===== src/hw/rtl/lsa_pkg.sv =====
`timescale 1ns / 1ps

package lsa_pkg;

   // request kinds carried in req_tuser
   localparam logic REQ_BEGIN = 1'b0;
   localparam logic REQ_ALLOC = 1'b1;

   // result status carried in rsp_tuser
   localparam logic [1:0] STATUS_PLACED    = 2'd0;
   localparam logic [1:0] STATUS_TOO_LARGE = 2'd1;
   localparam logic [1:0] STATUS_NO_PAGE   = 2'd2;

   localparam int REQ_DATA_W = 16;
   localparam int RSP_DATA_W = 24;
   localparam int POS_W      = 7;

   typedef enum logic [6:0] {
      FSM_CLEAR  = 7'b0000001,
      FSM_IDLE   = 7'b0000010,
      FSM_SUFFIX = 7'b0000100,
      FSM_SCAN   = 7'b0001000,
      FSM_DECIDE = 7'b0010000,
      FSM_UPDATE = 7'b0100000,
      FSM_FINISH = 7'b1000000
   } fsm_type;

   // result word: pos_s, pos_t, page_index, page_advanced from bit 0 up
   function automatic logic [RSP_DATA_W-1:0] pack_rsp(
      input logic [POS_W-1:0] pos_s,
      input logic [POS_W-1:0] pos_t,
      input logic [POS_W-1:0] page_index,
      input logic             page_advanced
   );
      pack_rsp = {2'b00, page_advanced, page_index, pos_t, pos_s};
   endfunction

endpackage


===== src/hw/rtl/lightmap_skyline_allocator_top.sv =====
`timescale 1ns / 1ps

// channel   direction  tdata (from bit 0)                          tuser
// req_      in         block_width[7:0], block_height[15:8]        req_type
// rsp_      out        pos_s[6:0], pos_t[13:7], page_index[20:14],  status[1:0]
//                      page_advanced[21], zero[23:22]
//
// for an allocate, a right-to-left pass over the skyline memory builds block suffix
// maxima, a left-to-right pass forms window maxima, then the covered columns are written
// one per cycle. closing a page swaps those writes for a clear sweep of every column.
// every pass is bound by the one read port of the skyline memory. after reset a clearing
// pass runs with req_tready low. the result sits in an output register, so a stalled
// result does not block the next request transfer.
module lightmap_skyline_allocator_top #(
   parameter int COLUMNS = 128,
   parameter int ROWS    = 128,
   parameter int PAGES   = 128
) (
   input  logic                             clock,
   input  logic                             reset,
   input  logic                             req_tvalid,
   output logic                             req_tready,
   input  logic [lsa_pkg::REQ_DATA_W-1:0]   req_tdata,  // block_width, block_height
   input  logic                             req_tuser,  // req_type
   output logic                             rsp_tvalid,
   input  logic                             rsp_tready,
   output logic [lsa_pkg::RSP_DATA_W-1:0]   rsp_tdata,  // pos_s, pos_t, page_index,
                                                        // page_advanced
   output logic [1:0]                       rsp_tuser   // status
);

   localparam int AW  = (COLUMNS > 1) ? $clog2(COLUMNS) : 1;
   localparam int HW  = $clog2(ROWS + 1);
   localparam int SW  = HW + 1;
   localparam int PW  = (PAGES > 1) ? $clog2(PAGES) : 1;
   localparam int PW1 = PW + 1;
   localparam int XW  = ((AW + 1 > 8) ? AW + 1 : 8) + 1;

   lsa_pkg::fsm_type state_ff, state_in;

   logic [AW-1:0] idx_ff, idx_in;
   logic          rd_on_ff, rd_on_in;
   logic          s1_valid_ff, s1_valid_in;
   logic          s1_last_ff, s1_last_in;
   logic [AW-1:0] s1_addr_ff, s1_addr_in;
   logic [7:0]    r_ff, r_in;
   logic [HW-1:0] run_ff, run_in;
   logic [HW-1:0] best_ff, best_in;
   logic [AW-1:0] col_ff, col_in;
   logic [7:0]    cnt_ff, cnt_in;
   logic [HW-1:0] wval_ff, wval_in;
   logic [7:0]    bw_ff, bw_in;
   logic [7:0]    bh_ff, bh_in;
   logic [PW-1:0] page_ff, page_in;
   logic          started_ff, started_in;
   logic          clr_resp_ff, clr_resp_in;
   logic          clr_place_ff, clr_place_in;

   logic [lsa_pkg::RSP_DATA_W-1:0] res_data_ff, res_data_in;
   logic [1:0]                     res_status_ff, res_status_in;
   logic                           rsp_valid_ff, rsp_valid_in;
   logic [lsa_pkg::RSP_DATA_W-1:0] rsp_data_ff, rsp_data_in;
   logic [1:0]                     rsp_status_ff, rsp_status_in;

   // skyline heights and per-block suffix maxima
   logic [HW-1:0] hmem [COLUMNS];
   logic [HW-1:0] smem [COLUMNS];
   logic [HW-1:0] hmem_q_ff;
   logic [HW-1:0] smem_q_ff;
   logic          hmem_we;
   logic [HW-1:0] hmem_wdata;
   logic          smem_we;
   logic [AW-1:0] smem_raddr;

   logic [HW-1:0] step_max;
   logic [HW-1:0] suf;
   logic          pre_reset;
   logic [HW-1:0] pre;
   logic [HW-1:0] wmax;
   logic [XW-1:0] e_ext;
   logic          win_ok;
   logic [AW-1:0] win_start;
   logic [HW-1:0] clear_val;
   logic [SW-1:0] fit_sum;
   logic          fits;
   logic [PW1-1:0] page_next;
   logic          no_page;
   logic          size_bad;

   assign req_tready = (state_ff == lsa_pkg::FSM_IDLE);
   assign rsp_tvalid = rsp_valid_ff;
   assign rsp_tdata  = rsp_data_ff;
   assign rsp_tuser  = rsp_status_ff;

   assign step_max  = (hmem_q_ff > run_ff) ? hmem_q_ff : run_ff;
   assign suf       = (r_ff == 8'd0) ? hmem_q_ff : step_max;
   assign pre_reset = (s1_addr_ff == '0) || (r_ff == bw_ff - 8'd1);
   assign pre       = pre_reset ? hmem_q_ff : step_max;
   assign wmax      = (smem_q_ff > pre) ? smem_q_ff : pre;
   assign e_ext     = XW'(s1_addr_ff) + XW'(1);
   assign win_ok    = (e_ext >= XW'(bw_ff));
   assign win_start = AW'(e_ext - XW'(bw_ff));
   assign smem_raddr = AW'(XW'(idx_ff) + XW'(1) - XW'(bw_ff));

   // on a page close the sweep also lays the block at the left edge of the fresh page
   assign clear_val = (clr_place_ff && (XW'(idx_ff) < XW'(bw_ff))) ? HW'(bh_ff) : '0;

   assign fit_sum   = SW'(best_ff) + SW'(bh_ff);
   assign fits      = (fit_sum <= SW'(ROWS));
   assign page_next = PW1'(page_ff) + PW1'(1);
   assign no_page   = (page_next >= PW1'(PAGES));
   assign size_bad  = (req_tdata[7:0] == 8'd0) || (req_tdata[15:8] == 8'd0)
                   || (int'(req_tdata[7:0]) > COLUMNS) || (int'(req_tdata[15:8]) > ROWS);

   always_comb begin
      state_in      = state_ff;
      idx_in        = idx_ff;
      rd_on_in      = rd_on_ff;
      s1_valid_in   = 1'b0;
      s1_last_in    = 1'b0;
      s1_addr_in    = idx_ff;
      r_in          = r_ff;
      run_in        = run_ff;
      best_in       = best_ff;
      col_in        = col_ff;
      cnt_in        = cnt_ff;
      wval_in       = wval_ff;
      bw_in         = bw_ff;
      bh_in         = bh_ff;
      page_in       = page_ff;
      started_in    = started_ff;
      clr_resp_in   = clr_resp_ff;
      clr_place_in  = clr_place_ff;
      res_data_in   = res_data_ff;
      res_status_in = res_status_ff;
      rsp_valid_in  = rsp_valid_ff && !rsp_tready;
      rsp_data_in   = rsp_data_ff;
      rsp_status_in = rsp_status_ff;
      hmem_we       = 1'b0;
      hmem_wdata    = wval_ff;
      smem_we       = 1'b0;

      unique case (state_ff)
         lsa_pkg::FSM_CLEAR: begin
            hmem_we    = 1'b1;
            hmem_wdata = clear_val;
            if (int'(idx_ff) == COLUMNS - 1) begin
               idx_in   = '0;
               state_in = clr_resp_ff ? lsa_pkg::FSM_FINISH : lsa_pkg::FSM_IDLE;
            end else begin
               idx_in = idx_ff + AW'(1);
            end
         end
         lsa_pkg::FSM_IDLE: begin
            if (req_tvalid) begin
               bw_in = req_tdata[7:0];
               bh_in = req_tdata[15:8];
               if (req_tuser == lsa_pkg::REQ_BEGIN) begin
                  page_in       = '0;
                  started_in    = 1'b0;
                  clr_resp_in   = 1'b1;
                  clr_place_in  = 1'b0;
                  res_data_in   = '0;
                  res_status_in = lsa_pkg::STATUS_PLACED;
                  idx_in        = '0;
                  state_in      = lsa_pkg::FSM_CLEAR;
               end else if (size_bad) begin
                  res_data_in   = lsa_pkg::pack_rsp('0, '0, 7'(page_ff), 1'b0);
                  res_status_in = lsa_pkg::STATUS_TOO_LARGE;
                  state_in      = lsa_pkg::FSM_FINISH;
               end else begin
                  idx_in   = AW'(COLUMNS - 1);
                  rd_on_in = 1'b1;
                  r_in     = 8'd0;
                  state_in = lsa_pkg::FSM_SUFFIX;
               end
            end
         end
         lsa_pkg::FSM_SUFFIX: begin
            // right to left, suffix max restarts at each block's right end
            if (rd_on_ff) begin
               s1_valid_in = 1'b1;
               s1_last_in  = (idx_ff == '0);
               if (idx_ff == '0) begin
                  rd_on_in = 1'b0;
               end else begin
                  idx_in = idx_ff - AW'(1);
               end
            end
            if (s1_valid_ff) begin
               smem_we = 1'b1;
               run_in  = suf;
               if (s1_last_ff) begin
                  // r keeps the phase of column 0 for the prefix pass
                  idx_in   = '0;
                  rd_on_in = 1'b1;
                  best_in  = HW'(ROWS);
                  col_in   = '0;
                  state_in = lsa_pkg::FSM_SCAN;
               end else begin
                  r_in = (r_ff == bw_ff - 8'd1) ? 8'd0 : r_ff + 8'd1;
               end
            end
         end
         lsa_pkg::FSM_SCAN: begin
            if (rd_on_ff) begin
               s1_valid_in = 1'b1;
               s1_last_in  = (int'(idx_ff) == COLUMNS - 1);
               if (int'(idx_ff) == COLUMNS - 1) begin
                  rd_on_in = 1'b0;
               end else begin
                  idx_in = idx_ff + AW'(1);
               end
            end
            if (s1_valid_ff) begin
               run_in = pre;
               r_in   = (r_ff == 8'd0) ? bw_ff - 8'd1 : r_ff - 8'd1;
               // strictly lower keeps the leftmost of equal windows
               if (win_ok && (wmax < best_ff)) begin
                  best_in = wmax;
                  col_in  = win_start;
               end
               if (s1_last_ff) begin
                  state_in = lsa_pkg::FSM_DECIDE;
               end
            end
         end
         lsa_pkg::FSM_DECIDE: begin
            priority if (fits) begin
               wval_in       = HW'(fit_sum);
               idx_in        = col_ff;
               cnt_in        = bw_ff;
               started_in    = 1'b1;
               res_data_in   = lsa_pkg::pack_rsp(7'(col_ff), 7'(best_ff), 7'(page_ff), 1'b0);
               res_status_in = lsa_pkg::STATUS_PLACED;
               state_in      = lsa_pkg::FSM_UPDATE;
            end else if (!started_ff) begin
               res_data_in   = lsa_pkg::pack_rsp('0, '0, 7'(page_ff), 1'b0);
               res_status_in = lsa_pkg::STATUS_TOO_LARGE;
               state_in      = lsa_pkg::FSM_FINISH;
            end else if (no_page) begin
               res_data_in   = lsa_pkg::pack_rsp('0, '0, 7'(page_ff), 1'b0);
               res_status_in = lsa_pkg::STATUS_NO_PAGE;
               state_in      = lsa_pkg::FSM_FINISH;
            end else begin
               page_in       = PW'(page_next);
               clr_resp_in   = 1'b1;
               clr_place_in  = 1'b1;
               idx_in        = '0;
               res_data_in   = lsa_pkg::pack_rsp('0, '0, 7'(page_next), 1'b1);
               res_status_in = lsa_pkg::STATUS_PLACED;
               state_in      = lsa_pkg::FSM_CLEAR;
            end
         end
         lsa_pkg::FSM_UPDATE: begin
            hmem_we = 1'b1;
            if (cnt_ff == 8'd1) begin
               state_in = lsa_pkg::FSM_FINISH;
            end else begin
               cnt_in = cnt_ff - 8'd1;
               idx_in = idx_ff + AW'(1);
            end
         end
         lsa_pkg::FSM_FINISH: begin
            if (!rsp_valid_ff || rsp_tready) begin
               rsp_valid_in  = 1'b1;
               rsp_data_in   = res_data_ff;
               rsp_status_in = res_status_ff;
               state_in      = lsa_pkg::FSM_IDLE;
            end
         end
         default: begin
            state_in = lsa_pkg::FSM_IDLE;
         end
      endcase
   end

   always_ff @(posedge clock) begin
      if (reset) begin
         state_ff     <= lsa_pkg::FSM_CLEAR;
         idx_ff       <= '0;
         rd_on_ff     <= 1'b0;
         s1_valid_ff  <= 1'b0;
         page_ff      <= '0;
         started_ff   <= 1'b0;
         clr_resp_ff  <= 1'b0;
         clr_place_ff <= 1'b0;
         rsp_valid_ff <= 1'b0;
      end else begin
         state_ff     <= state_in;
         idx_ff       <= idx_in;
         rd_on_ff     <= rd_on_in;
         s1_valid_ff  <= s1_valid_in;
         page_ff      <= page_in;
         started_ff   <= started_in;
         clr_resp_ff  <= clr_resp_in;
         clr_place_ff <= clr_place_in;
         rsp_valid_ff <= rsp_valid_in;
      end
   end

   always_ff @(posedge clock) begin
      s1_last_ff    <= s1_last_in;
      s1_addr_ff    <= s1_addr_in;
      r_ff          <= r_in;
      run_ff        <= run_in;
      best_ff       <= best_in;
      col_ff        <= col_in;
      cnt_ff        <= cnt_in;
      wval_ff       <= wval_in;
      bw_ff         <= bw_in;
      bh_ff         <= bh_in;
      res_data_ff   <= res_data_in;
      res_status_ff <= res_status_in;
      rsp_data_ff   <= rsp_data_in;
      rsp_status_ff <= rsp_status_in;
   end

   always_ff @(posedge clock) begin
      if (hmem_we) begin
         hmem[idx_ff] <= hmem_wdata;
      end
      hmem_q_ff <= hmem[idx_ff];
   end

   always_ff @(posedge clock) begin
      if (smem_we) begin
         smem[s1_addr_ff] <= suf;
      end
      smem_q_ff <= smem[smem_raddr];
   end

   a_page_range: assert property (@(posedge clock) disable iff (reset)
      int'(page_ff) < PAGES)
      else $error("page counter beyond page count");

   a_best_bound: assert property (@(posedge clock) disable iff (reset)
      (state_ff == lsa_pkg::FSM_SCAN) |-> (int'(best_ff) <= ROWS))
      else $error("window height above page height");

   a_update_bound: assert property (@(posedge clock) disable iff (reset)
      (state_ff == lsa_pkg::FSM_UPDATE) |-> (int'(idx_ff) + int'(cnt_ff) <= COLUMNS))
      else $error("column update runs past the right edge");

   a_finish_load: assert property (@(posedge clock) disable iff (reset)
      ((state_ff == lsa_pkg::FSM_FINISH) && (!rsp_valid_ff || rsp_tready))
      |=> (rsp_tvalid && (state_ff == lsa_pkg::FSM_IDLE)))
      else $error("result not loaded into output register");

endmodule

===== config.mk =====
export PLATFORM = sky130hd
export DESIGN_NAME = lightmap_skyline_allocator_top
export DESIGN_NICKNAME = d
export VERILOG_FILES = /design/src/hw/rtl/lsa_pkg.sv /design/src/hw/rtl/lightmap_skyline_allocator_top.sv
export SDC_FILE = /design/constraint.sdc
export NUM_CORES = 2
export LEC_CHECK = 0
export BUFFER_PORTS_ARGS = -buffer_cell sky130_fd_sc_hd__buf_2
export CAP_MARGIN = 30
export CORE_UTILIZATION = 25
export CTS_CLUSTER_SIZE = 40
export DETAILED_ROUTE_END_ITERATION = 6
export SLEW_MARGIN = 30
export SYNTH_ARGS = -nofsm -noshare
export SYNTH_HDL_FRONTEND = slang
export SYNTH_SLANG_ARGS = --single-unit

===== constraint.sdc =====
create_clock -name clock -period 16.86 [get_ports clock]
set_input_delay 2.529 -clock clock [delete_from_list [all_inputs] [get_ports clock]]
set_output_delay 2.529 -clock clock [all_outputs]
set_load 0.02 [all_outputs]

* Word-level counts from Yosys, hierarchy flattened
Memories as Yosys holds them, arrays and structs flattened. A register that Yosys moved wholly into a read port is not among the register bits.
Cells that the tools add are included.
** Storage, ports and cells
- Flip-flop bits (word level) :: 150
- Latch bits :: 0
- Bits in writable memories :: 2048
- Bits in read-only memories :: 0
- Bits of input ports :: 21
- Output and inout bits :: 28
- Memories kept :: 2
** Cells by class
- Add/sub/neg operators :: 12
- Multiply operators :: 0
- Div/mod/pow operators :: 0
- $lt $le $gt $ge :: 9
- Equal/unequal tests :: 34
- Shift operators :: 0
- Muxes and demuxes :: 115
- Bitwise gates (word level) :: 1
- Reduce and logical (&&, ||, !) cells :: 36
** Memory list
- hmem :: depth 128, width 8, rd ports 1, clocked after memory_dff 1, write ports 1, RTL line lightmap_skyline_allocator_top.sv:66 : logic [HW-1:0] hmem [COLUMNS];
- smem :: depth 128, width 8, rd ports 1, clocked after memory_dff 1, write ports 1, RTL line lightmap_skyline_allocator_top.sv:67 : logic [HW-1:0] smem [COLUMNS];
** Operators by type and width (number)
- 7-bit two-way mux :: 37
- 8-bit two-way mux :: 22
- 24-bit two-way mux :: 3
- 22-bit two-way mux :: 3
- 7-bit one-hot mux with 7 select lines :: 1
- 24-bit one-hot mux with 2 select lines :: 1
- 8-bit one-hot mux with 2 select lines :: 3
- 7-bit one-hot mux with 6 select lines :: 1
- 2-bit != test (second input constant) :: 19
- 1-bit two-way mux :: 29
- 7-bit one-hot mux with 2 select lines :: 2
- 8-bit zero test :: 3
- 8-bit one-hot mux with 3 select lines :: 1
- 8-bit by 1-bit subtractor with 8-bit output (second input constant) :: 3
- 7-bit by 1-bit adder with 8-bit output (second input constant) :: 2
- 8-bit greater-than comparator :: 2
- 8-bit greater-than comparator (second input constant) :: 2
- 8-bit AND reduction :: 2
- 7-bit by 1-bit adder with 7-bit output (second input constant) :: 2
- 7-bit by 1-bit equality test with 1-bit output (second input constant) :: 2
- 7-bit zero test :: 2
- 7-bit subtractor :: 2
- 2-bit two-way mux :: 6
- 8-bit by 8-bit adder with 9-bit output :: 1
- other kinds (35) :: 56

* Logic depth before layout (Yosys ltp)
- Depth after elaboration :: 11
- Depth in mapped cells :: 27

* Worst setup path after synthesis
OpenSTA, ideal clock, no wires.
- Kind :: register -> register
- Start :: register run_ff[5]
- End :: memory smem[0][6] (netlist name) (data pin)
- Setup time :: 1.208 ns
- Data arrival time :: 6.742 ns
- Slack :: 8.910 ns
- Cell stages (with the launch flop) :: 10
- Path buffers :: 1
- Period minus slack after synthesis :: 7.950 ns
- Path through :: edfxtp_1 > inv_1 > ha_1 > a21oi_1 > nor2_1 > a211o_1 > o22ai_1 > nand2_1 > clkbuf_1 > o21ai_0
** Between the ends
- Word-level cells in the longest chain between the ends :: 3
** Ends and longest elaborated chain
- start, declared :: RTL line lightmap_skyline_allocator_top.sv:47 : logic [HW-1:0] run_ff, run_in;
- start signal, assigned :: RTL line lightmap_skyline_allocator_top.sv:306 : run_ff <= run_in;
- 8-bit greater-than comparator :: RTL line lightmap_skyline_allocator_top.sv:95 : assign step_max = (hmem_q_ff > run_ff) ? hmem_q_ff : run_ff;
- 8-bit two-way mux :: RTL line lightmap_skyline_allocator_top.sv:95
- 8-bit two-way mux :: RTL line lightmap_skyline_allocator_top.sv:96 : assign suf = (r_ff == 8'd0) ? hmem_q_ff : step_max;
- net suf[6] :: RTL line lightmap_skyline_allocator_top.sv:76 : logic [HW-1:0] suf;
- end, declared :: RTL line lightmap_skyline_allocator_top.sv:67
The timed path passes the listed nets, and every way through them passes these cells.

* Worst setup path in the final report
- Start :: register bw_ff[0]
- End :: register best_ff[4], enable pin
** Between the ends
- Word-level cells in the longest chain between the ends :: 10
** Ends and longest elaborated chain
- start, declared :: RTL line lightmap_skyline_allocator_top.sv:52 : logic [7:0] bw_ff, bw_in;
- start signal, assigned :: RTL line lightmap_skyline_allocator_top.sv:311 : bw_ff <= bw_in;
- 8-bit by 1-bit subtractor with 8-bit output (*) :: RTL line lightmap_skyline_allocator_top.sv:97 : assign pre_reset = (s1_addr_ff == '0) || (r_ff == bw_ff - 8'd1);
- 8-bit equality test (*) :: RTL line lightmap_skyline_allocator_top.sv:97
- 1-bit logical OR (*) :: RTL line lightmap_skyline_allocator_top.sv:97
- 8-bit two-way mux (*) :: RTL line lightmap_skyline_allocator_top.sv:98 : assign pre = pre_reset ? hmem_q_ff : step_max;
- 8-bit greater-than comparator :: RTL line lightmap_skyline_allocator_top.sv:99 : assign wmax = (smem_q_ff > pre) ? smem_q_ff : pre;
- 8-bit two-way mux (*) :: RTL line lightmap_skyline_allocator_top.sv:99
- net wmax[5] :: RTL line lightmap_skyline_allocator_top.sv:79 : logic [HW-1:0] wmax;
- 8-bit < comparator (*) :: RTL line lightmap_skyline_allocator_top.sv:219 : if (win_ok && (wmax < best_ff)) begin
- 1-bit logical AND (*) :: RTL line lightmap_skyline_allocator_top.sv:219
- 2-bit != test (no source line) (*)
- 5-bit AND reduction (no source line) (*)
- end signal, assigned :: RTL line lightmap_skyline_allocator_top.sv:307 : best_ff <= best_in;
- end, declared :: RTL line lightmap_skyline_allocator_top.sv:48 : logic [HW-1:0] best_ff, best_in;
Mark *: on every way through the listed nets, which the timed path passes. The rest lies on a longest branch.
A chain may end at the register's enable or synchronous reset.

==> flow_summary.json <==
{
  "outcome": "completed",
  "period_needed_ns": 6.50,
  "ys.flop_type": "edfxtp_1",
  "crit_path_start_kind": "flop",
  "synth-edff-count": 2159,
  "p_leak_nw": 25.2,
  "hold_violations": 0,
  "grt_remaining_overflow": 0,
  "die_y_um": 588,
  "synth_top_area_cell": "edfxtp_1",
  "hp-start": "res_data_ff[14]$_DFFE_PP_",
  "clockBufferDepth": 4,
  "r2r_start": "bw_ff[0]$_DFFE_PP_",
  "ys_seq_area_frac": 0.768,
  "initial_core_util": 0.252,
  "clk_latency_ns": 0.87,
  "dp.cells": 9017,
  "endpoint_kind": "flop",
  "postRouteAntennaNets": 0,
  "syn_inst": 4617,
  "vias": 45062,
  "grt_pass1_wl_mm": 313,
  "period_share": 0.386,
  "yosys_register_bits": 2210,
  "drive_above_1_share": 0.172,
  "fin_area_mm2": 0.0986,
  "port_buffers": 46,
  "fp.dieW_um": 588,
  "crit_type": "flop to flop",
  "synth.area.top_cells": "edfxtp_1, mux4_2, a22oi_1",
  "async_reset_ff_frac": 0,
  "finalWeightedCongestion": 0.813,
  "vdd_ir_drop_max_uv": 80.2,
  "drc_errors": 0,
  "cts_setup_buffers": 0,
  "cts-resized-gates": 0,
  "routed_wirelength_mm": 214,
  "ioPinCount": 49,
  "layoutNonFillerInstCount": 9409,
  "syn_area_per_cell_um2": 18.6,
  "dp_hpwl_mm": 124,
  "pre_cts_slack_ns": 10.42,
  "wl_per_cell_um": 22.8,
  "root_buffer": "clkbuf_16",
  "clock_skew_ns": 0.0411,
  "grt_max_degree": 109,
  "cts.clk_slew.worst_paths_ns": 0.06,
  "cts_max_level": 4,
  "cts_sinks": 2210,
  "antenna_found_initial": 5,
  "finalSetupTns_ns": 0,
  "fin_ws_ns": 10.36,
  "coreArea_mm2": 0.341,
  "tightest_slew_ns": 1.03,
  "drv_cap": 0,
  "ys_types": 71,
  "cp.required_ns": 17.39,
  "relSlewSlack": 0.314,
  "grtUsageTotal": 0.120,
  "crit_fanout": 15,
  "grt_pass1_vias": 44881,
  "rsz0062_at_grt": "false",
  "place_area_mm2": 0.0918,
  "drtIter0Drc": 4593,
  "cts-buffers-inserted": 212,
  "num_rows": 214,
  "hold_path_class": "flop to flop",
  "fin_nets": 4789,
  "cts_tree": "done",
  "setup_viol": 0,
  "crit_path_start": "bw_ff[0]$_DFFE_PP_",
  "crit_arrival_ns": 7.03,
  "drv_slew": 0,
  "viasPerCell": 4.79,
  "die_area_mm2": 0.345,
  "ctsHoldBuffers": 0,
  "synth_top_cell_area_share": 0.756,
  "ys_warn_count": 0,
  "p_per_area_mw_per_mm2": 112,
  "whs_ns": 0.401,
  "fmax_mhz": 154,
  "syn-cell-area_mm2": 0.0858,
  "drt_first_pass_iters": 6,
  "syn2layout_area_growth_pct": 15.0
}
[layout make-up]
class	instances	area, um^2
clock buffer	272	5750
timing repair buffer	137	1090
fill	33327	242000
tap	4536	5680
clock inverter	111	961
sequential	2210	65900
antenna	3	7.51
multi-input combinational	2069	19000
inverter	71	267
[power by group]
group / switching [mW] / internal (mW)
clock network: 2.03 / 2.65
registers: 0.0102 / 5.95
logic: 0.287 / 0.155
total: 2.32 / 8.75
[flip-flops by register name (all words and copies together), names as in the netlist, 7 cells and up]
signal	flops
page_ff	7
rsp_tdata	22
hmem_q_ff	8
best_ff	8
state_ff	7
run_ff	8
wval_ff	8
bh_ff	8
col_ff	7
hmem	1024
idx_ff	7
r_ff	8
smem	1024
cnt_ff	8
smem_q_ff	8
bw_ff	8
s1_addr_ff	7
res_data_ff	22
[final timing paths]
kind | depth (start not counted) | endpoint | slack [ns]
hold reg to reg | 0 | rsp_tdata[14]$_DFFE_PP_ | 0.40
setup reg to reg | 21 | best_ff[4]$_SDFFCE_PN0P_ | 10.36
hold / removal | 0 | rsp_tdata[14]$_DFFE_PP_ | 0.40
setup / recovery | 21 | best_ff[4]$_SDFFCE_PN0P_ | 10.36
[cell usage after synthesis (3+ instances only)]
master     count
a211oi_1      10
a21boi_0       4
a21o_1        11
a21oi_1       66
a221oi_1      67
a22o_1        73
a22oi_1      390
a31oi_1       42
a41oi_1       41
and2_1        27
and3_1         9
and4_1         3
buf_1         64
clkbuf_1     200
dfxtp_1       51
edfxtp_1    2159
fa_1           5
ha_1          62
inv_1         70
mux2_2        18
mux2i_1       24
mux4_2       320
nand2_1      123
nand2b_1      11
nand3_1       44
nand3b_1       6
nand4_1       58
nand4b_1       5
nor2_1       360
nor2b_1       14
nor3_1        31
nor3b_1       12
nor4_1        20
o2111ai_1      4
o211ai_1      19
o21a_1         3
o21ai_0       77
o22ai_1        8
o31ai_1        3
or3_1          3
or4_1          7
xnor2_1       35
xnor3_1        4
xor2_1        19
[worst max-delay path, cell delays in order (launching register included)]
cell and delay [ns]:
edfxtp_1 0.55, inv_1 0.16, ha_1 0.22, nor3b_1 0.40, xnor2_1 0.17, o2111ai_1 0.13, or4_1 0.71, nand3_1 0.45
mux2_2 0.42, ha_1 0.19, o31ai_1 0.27, a22oi_1 0.11, o21ai_1 0.28, and2_1 0.42, mux2i_1 0.28, ha_1 0.27
a21o_1 0.16, a21o_1 0.17, a211oi_1 0.25, o221ai_1 0.16, a21oi_1 0.15, buf_4 0.24
[per-layer routing]
| layer | part of all wire | up-vias | wire length (um) | global-route usage |
|---|---|---|---|---|
| met3 | 0.077 | 330 | 16500 | 0.0212 |
| met5 | 0 | - | 0 | 0 |
| met2 | 0.48 | 1913 | 102000 | 0.195 |
| li1 | - | 19174 | - | - |
| met1 | 0.42 | 23645 | 89800 | 0.165 |
| met4 | 0.025 | 0 | 5270 | 0.0314 |
[logic make-up after synthesis]
kind of cell             share of synthesized area
buffers and inverters                       0.0150
AO/OA/AOI/OAI                               0.0714
AND/OR/NAND/NOR                             0.0398
other                                    0.0000437
adder cells (fa/ha/maj)                     0.0102
flip-flops                                   0.768
XOR/XNOR                                   0.00656
multiplexers                                0.0892
[cell usage in the layout (no fill, tap or decap), types with 27 or more instances in the layout]
master / instances
a21oi_1: 65
a221oi_1: 67
a22o_1: 65
a22oi_1: 390
a31oi_1: 42
a41oi_1: 41
and2_1: 27
buf_2: 46
buf_4: 68
clkbuf_1: 45
clkbuf_16: 219
clkinv_1: 48
clkinv_2: 32
dfxtp_1: 48
edfxtp_1: 2159
ha_1: 60
inv_1: 70
mux4_2: 320
nand2_1: 120
nand3_1: 43
nand4_1: 58
nor2_1: 331
nor2_2: 29
o21ai_0: 70
xnor2_1: 33
[through the flow]
step	total power, mW	util
2_1_floorplan	6.36	-
3_3_place_gp	6.51	0.269
3_5_place_dp	6.52	0.269
4_1_cts	11.1	0.289
5_1_grt	11.4	0.290
6_report	11.1	0.290
Note: power is estimated with default switching activity, not from simulation.
